[src/rtl/core/fsbc_pkg.sv]
package fsbc_pkg;

    // Field widths of a packed plane register
    localparam int NORMAL_BITS    = 14;
    localparam int INTERCEPT_BITS = 22;
    localparam int PLANE_COUNT    = 6;
    localparam int CFG_INDEX_BITS = 3;
    localparam int CFG_DATA_BITS  = 64;

    // Q1.12 normal times intercept alignment: Q.8 -> Q.20
    localparam int Q_SHIFT = 12;

    // |nx|+|ny|+|nz| never exceeds 3 * 2^13
    localparam int ABS_SUM_BITS = NORMAL_BITS + 1;

    // Register indexes
    localparam logic [CFG_INDEX_BITS-1:0] PLANE_RIGHT  = 3'd0;
    localparam logic [CFG_INDEX_BITS-1:0] PLANE_LEFT   = 3'd1;
    localparam logic [CFG_INDEX_BITS-1:0] PLANE_BOTTOM = 3'd2;
    localparam logic [CFG_INDEX_BITS-1:0] PLANE_TOP    = 3'd3;
    localparam logic [CFG_INDEX_BITS-1:0] PLANE_BACK   = 3'd4;
    localparam logic [CFG_INDEX_BITS-1:0] PLANE_FRONT  = 3'd5;

    // Query kinds
    localparam logic CMD_SPHERE = 1'b0;
    localparam logic CMD_CUBE   = 1'b1;

    // Register layout: d in [63:42], nz [41:28], ny [27:14], nx [13:0]
    typedef struct packed {
        logic signed [INTERCEPT_BITS-1:0] d;
        logic signed [NORMAL_BITS-1:0]    nz;
        logic signed [NORMAL_BITS-1:0]    ny;
        logic signed [NORMAL_BITS-1:0]    nx;
    } plane_t;

    // Stored plane plus its precomputed L1 norm for the cube reach
    typedef struct packed {
        plane_t                  plane;
        logic [ABS_SUM_BITS-1:0] abs_sum;
    } plane_cfg_t;

    function automatic logic [NORMAL_BITS-1:0] abs_normal(
        input logic signed [NORMAL_BITS-1:0] v
    );
        logic [NORMAL_BITS-1:0] r;
        begin
            // most negative value maps to 2^13, still correct as unsigned
            r = v[NORMAL_BITS-1] ? NORMAL_BITS'(-v) : NORMAL_BITS'(v);
            return r;
        end
    endfunction

    function automatic logic [ABS_SUM_BITS-1:0] normal_abs_sum(input plane_t p);
        logic [ABS_SUM_BITS-1:0] s;
        begin
            s = ABS_SUM_BITS'(abs_normal(p.nx)) + ABS_SUM_BITS'(abs_normal(p.ny))
                + ABS_SUM_BITS'(abs_normal(p.nz));
            return s;
        end
    endfunction

endpackage

[src/rtl/core/fsbc_plane_eval.sv]
module fsbc_plane_eval #(
    parameter int COORD_BITS = 22
) (
    input  logic                         clk,
    input  logic                         en,
    input  logic                         cube,
    input  logic signed [COORD_BITS-1:0] center_x,
    input  logic signed [COORD_BITS-1:0] center_y,
    input  logic signed [COORD_BITS-1:0] center_z,
    input  logic [COORD_BITS-2:0]        extent,
    input  fsbc_pkg::plane_cfg_t         plane_cfg,
    output logic                         reject
);

    localparam int PROD_W  = COORD_BITS + fsbc_pkg::NORMAL_BITS;
    localparam int DQ_W    = fsbc_pkg::INTERCEPT_BITS + fsbc_pkg::Q_SHIFT;
    localparam int REACH_W = COORD_BITS - 1 + fsbc_pkg::ABS_SUM_BITS;
    localparam int SUM_W   = ((PROD_W > DQ_W) ? PROD_W : DQ_W) + 3;

    logic signed [PROD_W-1:0] px_reg, px_next;
    logic signed [PROD_W-1:0] py_reg, py_next;
    logic signed [PROD_W-1:0] pz_reg, pz_next;
    logic [REACH_W-1:0]       off_a_reg, off_a_next;
    logic signed [SUM_W-1:0]  dist_reg, dist_next;
    logic [REACH_W-1:0]       off_b_reg;
    logic signed [SUM_W-1:0]  total;
    logic                     reject_reg, reject_next;

    // Stage A: normal times centre, and the offset toward the plane
    always_comb
    begin
        px_next = PROD_W'(plane_cfg.plane.nx) * PROD_W'(center_x);
        py_next = PROD_W'(plane_cfg.plane.ny) * PROD_W'(center_y);
        pz_next = PROD_W'(plane_cfg.plane.nz) * PROD_W'(center_z);
        if (cube == fsbc_pkg::CMD_CUBE)
        begin
            // nearest-to-inside corner lies s*|n|_1 ahead of the centre
            off_a_next = REACH_W'(extent) * REACH_W'(plane_cfg.abs_sum);
        end
        else
        begin
            off_a_next = REACH_W'(extent) << fsbc_pkg::Q_SHIFT;
        end
    end

    // Stage B: signed distance in Q.20
    always_comb
    begin
        dist_next = SUM_W'(px_reg) + SUM_W'(py_reg) + SUM_W'(pz_reg)
                    + (SUM_W'(plane_cfg.plane.d) <<< fsbc_pkg::Q_SHIFT);
    end

    // Stage C: rejected when distance plus offset is not positive
    always_comb
    begin
        total       = dist_reg + SUM_W'($signed({1'b0, off_b_reg}));
        reject_next = total[SUM_W-1] || (total == '0);
    end

    always_ff @(posedge clk)
    begin
        if (en)
        begin
            px_reg     <= px_next;
            py_reg     <= py_next;
            pz_reg     <= pz_next;
            off_a_reg  <= off_a_next;
            dist_reg   <= dist_next;
            off_b_reg  <= off_a_reg;
            reject_reg <= reject_next;
        end
    end

    assign reject = reject_reg;

endmodule

[config.mk]
export PLATFORM = sky130hd
export DESIGN_NAME = fsbc_plane_eval
export DESIGN_NICKNAME = d
export VERILOG_FILES = /design/src/rtl/core/fsbc_pkg.sv /design/src/rtl/core/fsbc_plane_eval.sv
export SDC_FILE = /design/constraint.sdc
export NUM_CORES = 2
export LEC_CHECK = 0
export ABC_AREA = 0
export BUFFER_PORTS_ARGS = -buffer_cell sky130_fd_sc_hd__buf_2
export CAP_MARGIN = 20
export CORE_MARGIN = 2
export CORE_UTILIZATION = 47
export DETAILED_ROUTE_END_ITERATION = 10
export PLACE_DENSITY = 0.66
export SETUP_SLACK_MARGIN = 0.05
export SYNTH_ARGS = -nofsm -noshare
export SYNTH_HDL_FRONTEND = slang
export SYNTH_SLANG_ARGS = --single-unit
[constraint.sdc]
create_clock -name clk -period 10.3 [get_ports clk]
set_input_delay 1.545 -clock clk [delete_from_list [all_inputs] [get_ports clk]]
set_output_delay 1.545 -clock clk [all_outputs]
set_load 0.01 [all_outputs]
==> reports/qor.yml <==
cap_violations: 0
largest_register_ffs: 39
drv_slew: 0
setup_tns_ns: 0
insertion_delay_ns: 0.54
drt_first_iter_violations: 2241
cts-resized-gates: 0
crit_arrival_ns: 8.14
yosysMostFrequentCell: "inv_1"
synthesis.nets: 7533
wire_per_inst_um: 17.98
core-area_um2: 116200
die_w_um: 346.2
critPathKind: "in -> reg"
cp_max_fo: 20
synth-seq-cells: 220
layout-drive-gt1-share_pct: 4.375
drc_errors: 0
grtUsageTotal_pct: 22.63
seq_area_frac_synth_pct: 12.01
max-clock-path-buffers: 3
grt_max_degree: 144
final_nets: 7502
min_period_ns: 7.854
numCtsBuffers: 23
start_util_pct: 47.35
die-area_um2: 119800
fin_ws_ns: 2.446
rsz0062_at_grt: "no"
cp_common_cell: "fa_1"
hold_viol: 0
synth_cell_type_count: 84
yosys-top-cells-area: "fa_1 (43%), edfxtp_1 (12%), ha_1 (9.8%)"
grt-ovfl-total: 0
post-dp-hpwl_um: 108000
cts_hold_buf: 0
setup_viol: 0
fin_skew_ns: 0.01023
place_inst: 7219
ys.flop_type: "edfxtp_1"
vias_per_cell: 5.302
fin_cells: 7262
cts_sinks: 220
worst_hold_slack_ns: 0.4188
chipHeight_um: 346.2
crit_family: "adder cells"
cpMaxStageDelayCell: "inv_1"
worst_setup_path_end_kind: "flop"
crit_chain: "buf_2 > inv_1 > fa_1 > fa_1 > inv_1 > fa_1 > fa_1 > fa_1 > inv_1 > fa_1 > inv_1 > ha_1 > and2_1 > a22oi_1 > inv_1 > a211oi_1 > o2bb2ai_1 > o21ai_1 > a21boi_1 > o211ai_1 > a31o_2 > a21oi_1 > xnor2_1"
synth.cell_area_um2: 55020
postSynthAreaPerCell_um2: 9.568
synth_common_cells: "inv_1 (1,271), fa_1 (1,181), nand2_1 (682), and2_1 (590), ha_1 (432)"
gp_congestion: 0.8868
yosysWarnings: 0
cts_htree_levels: 1
row_count: 125
first_global_vias: 41920
ant_nets: 0
port_buffers: 169
cts_setup_buffers: 0
max_clock_freq_mhz: 127.3
path_clk_slew_ns: 0.06
postSynthCellCount: 5751
routed_wl_um: 130600
yosys.area.top_type: "fa_1"
start_kind: "primary input"
grt_pass1_wl_um: 217900
tightest_slew_ns: 1.153
cts_tree: "built"
synth_edf_count: 220
hold_class: "reg -> reg"
syn_to_final_growth_pct: 4.884
slew_headroom_pct: 23.15
firstDrtPassIters: 5
cp.required_ns: 10.59
min_period_over_period_pct: 76.25
ios: 170
status: "finished, final reports clean"
antenna_found_initial: 5
async_flop_share_pct: 0
dp_slack_ns: 1.896
critPathMaxStageDelay_ns: 0.57
yosysTopAreaCellShare_pct: 42.97
vias: 38500
crit_buf_inv: 6
cts_root_buffer: "clkbuf_16"
==> cell usage in the layout, fill, tap and decap left out, types with 6 or more instances in the layout <==
master     netlist  routed
and2_1         590     590
clkbuf_16        0      23
or3_1           14      14
mux2_2          15      15
buf_2            0     168
nand4_1         28      28
o211ai_1        11      11
nand3b_1         8       8
nand2_1        682     682
xor2_1          42      42
o22ai_1          7       7
nor4_1           7       7
o21ai_1         24      24
nor2_1         175     175
a21oi_1        146     146
nand2b_1        38      38
nor2b_1         15      15
fa_1          1181    1181
a31oi_1         20      20
mux2i_1          6       6
nand3_1         40      40
nor3_1          39      39
ha_1           432     432
o21ai_0         71      71
a211oi_1        25      25
nor3b_1          7       7
o21bai_1        21      21
o41ai_1          7       7
a21o_1          75      75
a21boi_0         6       6
inv_1         1271    1271
edfxtp_1       220     220
o21a_1          26      26
a31o_2           7       7
xnor2_1        147     147
or2_2            8       8
and3_1          16      16
o2111ai_1        8       8
==> layer usage <==
layer  vias to the layer above  share of wire [%]  track usage (%)
met3                       204                5.2            2.702
met5                         -              0.035                0
met2                       962                 51            40.23
met4                         8                2.4            5.115
li1                      17450                  -                -
met1                     19880                 42            29.56
==> worst paths after layout <==
check	depth (start not counted)	slack, ns	endpoint	from
setup / recovery	23	2.45	pz_reg[33]$_DFFE_PP_	plane_cfg[56]
hold / removal	0	0.42	off_b_reg[14]$_DFFE_PP_	off_a_reg[14]$_DFFE_PP_
hold reg to reg	0	0.42	off_b_reg[14]$_DFFE_PP_	off_a_reg[14]$_DFFE_PP_
setup reg to reg	14	5.53	reject$_DFFE_PP_	off_b_reg[0]$_DFFE_PP_
==> through the flow <==
step | utilization (%) | area (um^2)
after floorplan | - | 55020
after global placement | 49.00 | 56940
after detailed placement | 49.00 | 56940
after CTS | 49.66 | 57710
after global routing | 49.66 | 57710
final | 49.66 | 57710
==> cell families after synthesis <==
group | count (synthesis) | synth area share, %
AOI/OAI and AO/OA | 523 | 6.328
xor gates and xnor gates | 189 | 3.008
adders and majority gates | 1613 | 52.79
buffers and inverters | 1499 | 10.23
DFF | 220 | 12.01
muxes | 23 | 0.4639
and+or+nand+nor | 1684 | 15.17
==> cell type report <==
| class | instances | area, um^2 |
|---|---|---|
| diodes | 1 | 2.502 |
| clock buffers | 25 | 583.1 |
| flip-flops and latches | 220 | 6606 |
| fillers | 10790 | 58490 |
| repair buffers | 170 | 863.3 |
| well taps | 1524 | 1907 |
| multi-input cells | 4032 | 42790 |
| inverters | 1273 | 4778 |
| clock inverters | 17 | 180.2 |
Power is not shown: default switching activity piles up to over one toggle a cycle in this logic, so the estimate is an artifact.
