### config.mk
export PLATFORM = sky130hd
export DESIGN_NAME = fsbc_plane_regs
export DESIGN_NICKNAME = d
export VERILOG_FILES = /design/src/rtl/core/fsbc_pkg.sv /design/src/rtl/core/fsbc_plane_regs.sv
export SDC_FILE = /design/constraint.sdc
export NUM_CORES = 1
export LEC_CHECK = 0
export BUFFER_PORTS_ARGS = -buffer_cell sky130_fd_sc_hd__buf_2
export CORE_MARGIN = 1
export CORE_UTILIZATION = 29
export CTS_CLUSTER_DIAMETER = 80
export DETAILED_ROUTE_END_ITERATION = 6
export PLACE_DENSITY = 0.6
export SLEW_MARGIN = 30
export SYNTH_ARGS = -nofsm -noshare
export SYNTH_HDL_FRONTEND = slang
export SYNTH_SLANG_ARGS = --single-unit
### constraint.sdc
create_clock -name clk -period 0.8 [get_ports clk]
set_input_delay 0.08 -clock clk [delete_from_list [all_inputs] [get_ports clk]]
set_output_delay 0.08 -clock clk [all_outputs]
set_load 0.03 [all_outputs]
### src/rtl/core/fsbc_pkg.sv
package fsbc_pkg;

    // Field widths of a packed plane register
    localparam int NORMAL_BITS    = 14;
    localparam int INTERCEPT_BITS = 22;
    localparam int PLANE_COUNT    = 6;
    localparam int CFG_INDEX_BITS = 3;
    localparam int CFG_DATA_BITS  = 64;

    // Q1.12 normal times intercept alignment: Q.8 -> Q.20
    localparam int Q_SHIFT = 12;

    // |nx|+|ny|+|nz| never exceeds 3 * 2^13
    localparam int ABS_SUM_BITS = NORMAL_BITS + 1;

    // Register indexes
    localparam logic [CFG_INDEX_BITS-1:0] PLANE_RIGHT  = 3'd0;
    localparam logic [CFG_INDEX_BITS-1:0] PLANE_LEFT   = 3'd1;
    localparam logic [CFG_INDEX_BITS-1:0] PLANE_BOTTOM = 3'd2;
    localparam logic [CFG_INDEX_BITS-1:0] PLANE_TOP    = 3'd3;
    localparam logic [CFG_INDEX_BITS-1:0] PLANE_BACK   = 3'd4;
    localparam logic [CFG_INDEX_BITS-1:0] PLANE_FRONT  = 3'd5;

    // Query kinds
    localparam logic CMD_SPHERE = 1'b0;
    localparam logic CMD_CUBE   = 1'b1;

    // Register layout: d in [63:42], nz [41:28], ny [27:14], nx [13:0]
    typedef struct packed {
        logic signed [INTERCEPT_BITS-1:0] d;
        logic signed [NORMAL_BITS-1:0]    nz;
        logic signed [NORMAL_BITS-1:0]    ny;
        logic signed [NORMAL_BITS-1:0]    nx;
    } plane_t;

    // Stored plane plus its precomputed L1 norm for the cube reach
    typedef struct packed {
        plane_t                  plane;
        logic [ABS_SUM_BITS-1:0] abs_sum;
    } plane_cfg_t;

    function automatic logic [NORMAL_BITS-1:0] abs_normal(
        input logic signed [NORMAL_BITS-1:0] v
    );
        logic [NORMAL_BITS-1:0] r;
        begin
            // most negative value maps to 2^13, still correct as unsigned
            r = v[NORMAL_BITS-1] ? NORMAL_BITS'(-v) : NORMAL_BITS'(v);
            return r;
        end
    endfunction

    function automatic logic [ABS_SUM_BITS-1:0] normal_abs_sum(input plane_t p);
        logic [ABS_SUM_BITS-1:0] s;
        begin
            s = ABS_SUM_BITS'(abs_normal(p.nx)) + ABS_SUM_BITS'(abs_normal(p.ny))
                + ABS_SUM_BITS'(abs_normal(p.nz));
            return s;
        end
    endfunction

endpackage

### src/rtl/core/fsbc_plane_regs.sv
module fsbc_plane_regs (
    input  logic                                            clk,
    input  logic                                            rst_n,
    input  logic                                            cfg_valid,
    input  logic [fsbc_pkg::CFG_INDEX_BITS-1:0]             cfg_index,
    input  logic [fsbc_pkg::CFG_DATA_BITS-1:0]              cfg_data,
    output fsbc_pkg::plane_cfg_t [fsbc_pkg::PLANE_COUNT-1:0] planes
);

    fsbc_pkg::plane_t plane_wr;

    assign plane_wr = fsbc_pkg::plane_t'(cfg_data);

    // One register per plane; L1 norm computed once at write time
    for (genvar i = 0; i < fsbc_pkg::PLANE_COUNT; i++) begin : g_plane
        fsbc_pkg::plane_cfg_t plane_reg;
        fsbc_pkg::plane_cfg_t plane_next;
        logic                 hit;

        assign hit = cfg_valid && (cfg_index == fsbc_pkg::CFG_INDEX_BITS'(i));

        always_comb
        begin
            plane_next = plane_reg;
            if (hit)
            begin
                plane_next.plane   = plane_wr;
                plane_next.abs_sum = fsbc_pkg::normal_abs_sum(plane_wr);
            end
        end

        always_ff @(posedge clk or negedge rst_n)
        begin
            if (!rst_n)
            begin
                plane_reg <= '0;
            end
            else
            begin
                plane_reg <= plane_next;
            end
        end

        assign planes[i] = plane_reg;
    end

endmodule

==> results of run 1 <==
cells in the mapped netlist, types with 2 or more instances:
cell type  instances
nand3_1            8
nand2_1         1200
o31ai_1           10
o41ai_1            2
nand2b_1           4
nor2b_1            6
nor2_1            16
o211ai_1           2
buf_2              2
and2_1             2
nor3_1             7
o21ai_0          133
a21o_1             3
or3_1              3
a211oi_1           2
ha_1              16
a31oi_1            6
fa_1              15
or4_1              6
or3_4              2
inv_1             36
clkbuf_1         139
xor2_1            30
mux2i_1            4
o21a_1             3
a21oi_1           17
dfrtp_1          474
xnor2_1           10
repair_timing:
| item | 4_1_cts | 5_1_grt |
|---|---|---|
| setup endpoints to repair | 558 | 637 |
| resized for setup | 173 | 1422 |
| hold buffers | 68 | 3 |
| pin swaps | 48 | 29 |
| hold endpoints to repair | 841 | 5 |
| setup buffers | 10 | 169 |
worst paths after layout:
kind	from	slack (ns)	cells after the start	end
min reg2reg	planes[374]$_DFFE_PN0P_	0.49	2	planes[374]$_DFFE_PN0P_
max in group asynchronous	rst_n	0.29	4	planes[378]$_DFFE_PN0P_
max reg2reg	planes[14]$_DFFE_PN0P_	-0.17	3	planes[14]$_DFFE_PN0P_
max	cfg_data[2]	-2.56	14	planes[172]$_DFFE_PN0P_
min	rst_n	0.03	3	planes[1]$_DFFE_PN0P_
min in group clk	cfg_data[16]	0.03	5	planes[268]$_DFFE_PN0P_
cells by family after synthesis:
| family | Yosys count | share of synthesized area, % |
|---|---|---|
| flip-flops | 474 | 61.3 |
| AND/OR/NAND/NOR | 1265 | 25.3 |
| buffers and inverters | 179 | 3.52 |
| XOR/XNOR | 40 | 1.81 |
| adder cells (fa/ha/maj) | 31 | 2.59 |
| AO/OA/AOI/OAI | 185 | 5.27 |
| multiplexers | 4 | 0.207 |
critical path: stages:
cell	delay, ns
buf_6	0.09
or3_4	0.38
or2_4	0.29
or3_4	0.34
or4_4	0.46
or4b_4	0.54
fa_1	0.53
inv_2	0.05
ha_4	0.27
nand2_4	0.05
nor3_2	0.09
a22o_1	0.21
mux2i_4	0.34
a21oi_1	0.11
final cells by class:
cell class	count	share of cell area, %
well taps	864	3.27
inverters	36	0.465
flip-flops and latches	474	35.9
clock inverters	26	0.972
repair buffers	1011	31.0
clock buffers	74	4.72
diodes	3	0.0227
multi-input cells	1525	23.6
placed cells by master, fill, tap and decap left out, types with 12 or more instances in the layout:
master and instances:
nor2_1 12, xor2_1 21, fa_1 13, dfrtp_1 469
ha_4 15, nand2_1 1187, buf_2 60, o21ai_2 44
buf_6 495, buf_4 324, o21ai_1 55, inv_1 20
dlymetal6s4s_1 18, buf_12 57, clkbuf_16 57, dlygate4sd3_1 53
o21ai_0 32
power by group:
part | switching [µW] | internal (µW)
clock | 10800 | 15400
sequential | 4560 | 29700
combinational | 26100 | 21200
total | 41400 | 66300
per-layer routing:
metal | track usage, % | routed length [µm] | vias to the layer above
met5 | 0 | 80 | -
li1 | - | - | 8647
met1 | 27.1 | 31300 | 9081
met3 | 5.05 | 5440 | 218
met4 | 10.7 | 4190 | 12
met2 | 36.7 | 40500 | 680
through the flow:
stage | setup slack, ns | instances | hold WS, ns
floorplan | -3.01 | 2178 | -0.216
global placement | -3.32 | 3665 | 0.0371
detailed placement | -3.39 | 3665 | 0.0379
CTS | -2.52 | 3843 | 0.00258
global route | -2.64 | 4012 | 0.0406
finish | -2.56 | 4013 | 0.0254
==> qor.csv, run 1 <==
stage,metric,value,unit
place,gpl congestion,0.851,
die,Die Width,260,µm
routing,post-route ant nets,0,
routing,First DRT Iteration DRCs,1288,
layout,register area,0.0119,mm²
logic_synthesis,Syn Nets,2279,
clock_tree,Sink Count,474,
die,die height,260,µm
die,Cell Rows,94,
logic_synthesis,top_reg_cell synth,dfrtp_1,
setup_path,critical path class,input pin to flip-flop,
die,Top Ports,544,
global_route,GRT Residual Overflow,0,
clock_tree,TritonCTS buffer count,56,
routing,drt total wl,81.5,mm
logic_synthesis,warnings from Yosys,0,
timing,Slew HR,60.4,%
clock_tree,H-tree Lvls,2,
power,Tot Pwr,108000,µW
logic_synthesis,top cell type's share of synthesized area,61.3,%
min_path,Hold WC Path Type,input pin to async pin,
timing,setup TNS,-349.51,ns
outcome,violated checks,setup timing,
timing,final setup margin,-2.56,ns
place,post-DP HPWL,55.0,mm
layout,fin area,0.0331,mm²
clock_tree,"Clk Latency, worst-skew pair",0.61,ns
timing,Final Setup Violations,558,
logic_synthesis,"Avg Cell Area, Syn",8.88,µm²
routing,via count,18600,
routing,vias per cell,4.64,
logic_synthesis,Yosys reg bits,474,
die,Initial Util,29.4,%
setup_path,worst path arrival time,3.84,ns
layout,Final nets,3205,
timing,"Hold Vio Cnt, Final",0,
place,Post-DP Area,0.0253,mm²
clock_tree,Longest Clk Path Bufs,3,
place,PortBufs,543,
clock_tree,Clock Pin Slew Worst Setup and Hold Paths,0.06,ns
power,Peak VDD IR,1.82,mV
outcome,outcome,"finished, violations left",
routing,drt first pass iters,5,
clock_tree,Clk Tree Root Cell,clkbuf_16,
timing,skew final,0,ns
global_route,initial antenna violation count,9,
die,die area,0.0678,mm²
layout,share of layout cells above drive strength 1,38.1,%
timing,max frequency,297,MHz
logic_synthesis,number of synthesized flops with an enable pin,0,
routing,WL/cell,20.3,µm
routing,DRC viols,0,
layout,final core occ,50.2,%
layout,FILL cells,5785,
timing,period utilization,420,%
logic_synthesis,ranking of synthesized cells by area,"dfrtp_1 61%, nand2_1 23%, o21ai_0 3.4%",
power,pwr/cell area,3260,mW/mm²
power,LEAKAGE,0.0172,µW
global_route,first-pass GRT wire length,111,mm
layout,Area Overhead vs Synth,70.9,%
setup_path,Worst Path Max Fanout,6,
setup_path,Worst EP required,1.28,ns
layout,multi-input logic area,0.00781,mm²
logic_synthesis,Synth Cell Area,0.0193,mm²
timing,"Slew Viols, Final",0,
logic_synthesis,Yosys cell types,48,
logic_synthesis,cell taking the most area after synthesis,dfrtp_1,
timing,min Tclk post-route,3.36,ns
logic_synthesis,Synth Instances,2178,
layout,number of flip-flops in the largest register,474,
global_route,GRT Total Usage,22.1,%
job,MaxCap Viol Count,0,
timing,worst-margin pin slew,0.593,ns
clock_tree,TritonCTS clock tree,yes,
die,core area,0.0659,mm²
setup_path,CP endpoint kind,flip-flop,
logic_synthesis,sequential area share after synthesis,61.3,%
global_route,largest net degree at the start of global routing,49,
logic_synthesis,ys async rst share,100,%
setup_path,CP startpoint kind,input pin,
global_route,vias in the first global route,17000,
timing,RSZ-0062 raised after global routing,true,
No activity file was read; power rests on OpenSTA's default activity.
==> run 2, diff against run 1 <==
Settings changed: CTS_BUF_LIST set to sky130_fd_sc_hd__clkbuf_4 sky130_fd_sc_hd__clkbuf_8, SKIP_CTS_REPAIR_TIMING set to 1.
==> run 2 against run 1 <==
  * The run ends with hold timing, setup timing left
  * Design area decreased by 0.78%
  * Core utilization decreased by 0.39 points
  * Sequential power about the same
  * First-iteration DRC count decreased by 8.0%
  * Power decreased by 1.6%
  * Global-route usage decreased by 0.58 points
  * Fmax increased by 1.1%
  * Sequential share of layout area increased by 0.27 points
  * Critical path depth unchanged
  * Final cell count increased by 1.1%
==> qor.csv, run 2 (same netlist as run 1, synthesis figures left out) <==
stage,metric,value,unit,change
place,gpl congestion,0.851,,unchanged
layout,Finished Layout Cells,4058,,was 4013
clock_tree,TritonCTS clock tree,yes,,unchanged
die,Die Width,260,µm,unchanged
timing,skew final,0,ns,unchanged
layout,Area Overhead vs Synth,69.6,%,was 70.9%
routing,via count,18600,,about the same
clock_tree,Longest Clk Path Bufs,3,,unchanged
setup_path,r2r worst-path depth,3,,unchanged
die,core area,0.0659,mm²,unchanged
clock_tree,Clock Pin Slew Worst Setup and Hold Paths,0.06,ns,about the same
routing,post-route ant nets,0,,unchanged
setup_path,CP endpoint kind,flip-flop,,unchanged
clock_tree,H-tree Lvls,3,,was 2
routing,WL/cell,19.9,µm,was 20.3 µm
global_route,GRT Total Usage,21.5,%,was 22.1%
layout,"leading cell types in the layout, fill and taps excluded","1185 x nand2_1, 489 x buf_6, 471 x dfrtp_1",,"was 1187 x nand2_1, 495 x buf_6, 469 x dfrtp_1"
die,Initial Util,29.4,%,unchanged
timing,worst-margin pin slew,0.592,ns,was 0.593 ns
outcome,violated checks,"hold timing, setup timing",,was setup timing
setup_path,CP startpoint kind,input pin,,unchanged
timing,final setup margin,-2.53,ns,was -2.56 ns
routing,DRC viols,0,,unchanged
clock_tree,"Clk Latency, worst-skew pair",0.67,ns,was 0.61 ns
timing,Fin Hold WS,-0.0388,ns,was 0.0254 ns
power,Peak VDD IR,1.60,mV,was 1.82 mV
power,pwr/cell area,3230,mW/mm²,was 3260 mW/mm²
die,die height,260,µm,unchanged
routing,drt first pass iters,5,,unchanged
layout,FILL cells,5847,,was 5785
routing,vias per cell,4.58,,was 4.64
setup_path,Reg2Reg Setup Slack,-0.14,ns,was -0.17 ns
job,MaxCap Viol Count,0,,unchanged
setup_path,critical path class,input pin to flip-flop,,unchanged
timing,setup TNS,-369.91,ns,was -349.51 ns
place,PortBufs,543,,unchanged
die,Cell Rows,94,,unchanged
global_route,initial antenna violation count,10,,was 9
setup_path,cell mode on critical path,or3_4,,unchanged
setup_path,max incr delay on CP,0.56,ns,was 0.54 ns
setup_path,worst-path cell chain,buf_6 > or3_4 > or2_4 > or3_4 > or4_4 > or4b_4 > fa_1 > inv_2 > ha_4 > nand2_4 > nor3_2 > a22o_1 > mux2i_4 > a21oi_1,,unchanged
power,LEAKAGE,0.0171,µW,was 0.0172 µW
layout,share of layout cells above drive strength 1,39.3,%,was 38.1%
layout,final core occ,49.8,%,was 50.2%
global_route,first-pass GRT wire length,108,mm,was 111 mm
layout,multi-input logic area,0.00776,mm²,was 0.00781 mm²
die,Top Ports,544,,unchanged
setup_path,reg2reg start,planes[14]$_DFFE_PN0P_,,unchanged
layout,number of flip-flops in the largest register,474,,unchanged
timing,"Hold Vio Cnt, Final",21,,was 0
clock_tree,TritonCTS buffer count,86,,was 56
die,die area,0.0678,mm²,unchanged
layout,register area,0.0119,mm²,about the same
global_route,vias in the first global route,16700,,was 17.0k
timing,RSZ-0062 raised after global routing,true,,unchanged
layout,Final nets,3219,,was 3205
layout,"most common cell after layout, fill and taps aside",nand2_1,,unchanged
setup_path,Worst Path Max Fanout,6,,unchanged
setup_path,"slowest stage cell, crit path",fa_1,,was or4b_4
timing,min Tclk post-route,3.33,ns,was 3.36 ns
timing,"Slew Viols, Final",0,,unchanged
setup_path,worst r2r dst,planes[14]$_DFFE_PN0P_,,unchanged
global_route,GRT Residual Overflow,0,,unchanged
place,DP Worst Slack,-3.39,ns,unchanged
clock_tree,Clk Tree Root Cell,clkbuf_8,,was clkbuf_16
routing,drt total wl,80.7,mm,was 81.5 mm
global_route,largest net degree at the start of global routing,49,,unchanged
outcome,outcome,"finished, violations left",,unchanged
timing,period utilization,416,%,was 420%
place,post-DP HPWL,55.0,mm,unchanged
min_path,Hold WC Path Type,input pin to async pin,,unchanged
clock_tree,Sink Count,474,,unchanged
place,placed cell count,3665,,unchanged
timing,max frequency,301,MHz,was 297 MHz
timing,Final Setup Violations,582,,was 558
setup_path,worst path arrival time,3.87,ns,was 3.84 ns
routing,First DRT Iteration DRCs,1185,,was 1288
setup_path,Worst EP required,1.34,ns,was 1.28 ns
timing,Slew HR,60.4,%,about the same
-- run 2: cell count changes in the layout (fill, tap and decap cells not counted), sizes merged --
cell / delta
clkinvlp: -4
bufinv: -3
buf: -13
dlymetal6s4s: -18
clkbuf: +62
diode: +2
dlygate4sd3: +14
inv: -1
clkinv: +6
-- run 2: worst max-delay path by stage --
stage	endpoint	from	slack (ns)	depth (start not counted)
after floorplan	planes[14]$_DFFE_PN0P_	cfg_data[2]	-3.01	14
after global placement	planes[13]$_DFFE_PN0P_	cfg_data[2]	-3.32	17
after detailed placement	planes[14]$_DFFE_PN0P_	cfg_data[2]	-3.39	15
after CTS	planes[93]$_DFFE_PN0P_	cfg_data[2]	-2.62	15
after global routing	planes[409]$_DFFE_PN0P_	cfg_data[2]	-2.59	14
final	planes[14]$_DFFE_PN0P_	cfg_data[2]	-2.53	14
-- run 2: worst max-delay path, delay by kind of cell --
kind,cells,cell delay [ns]
and+or+nand+nor,7,2.15
adders and majority gates,2,0.83
muxes,1,0.34
buffers and inverters,2,0.14
AOI/OAI and AO/OA,2,0.32
-- run 2: area by class of cell --
type                    count  share of cell area [%]
repair buffers            995                    30.6
multi-input cells        1525                    23.7
clock buffers             135                    5.09
clock inverters            24                   0.629
well taps                 864                    3.29
inverters                  36                   0.477
diodes                      5                  0.0381
flip-flops and latches    474                    36.2
-- run 2: routing by layer --
layer	vias up	share of wire [%]	track usage, %
li1	8693	-	-
met1	9017	39	26.8
met2	668	50	34.8
met3	191	6.5	5.06
met4	10	4.9	11.3
met5	-	0.082	0
-- run 2: per-stage QoR --
step	power (µW)	instance area [µm²]
CTS	92300	27200
global route	111000	32800
global placement	66800	25300
detailed placement	67200	25300
finish	106000	32800
floorplan	52800	20500
-- run 2: power by group --
group	internal (µW)	total, µW	switching [µW]
clock network	14100	24900	10800
registers	29700	34300	4560
logic	20900	46800	25900
total	64700	106000	41300
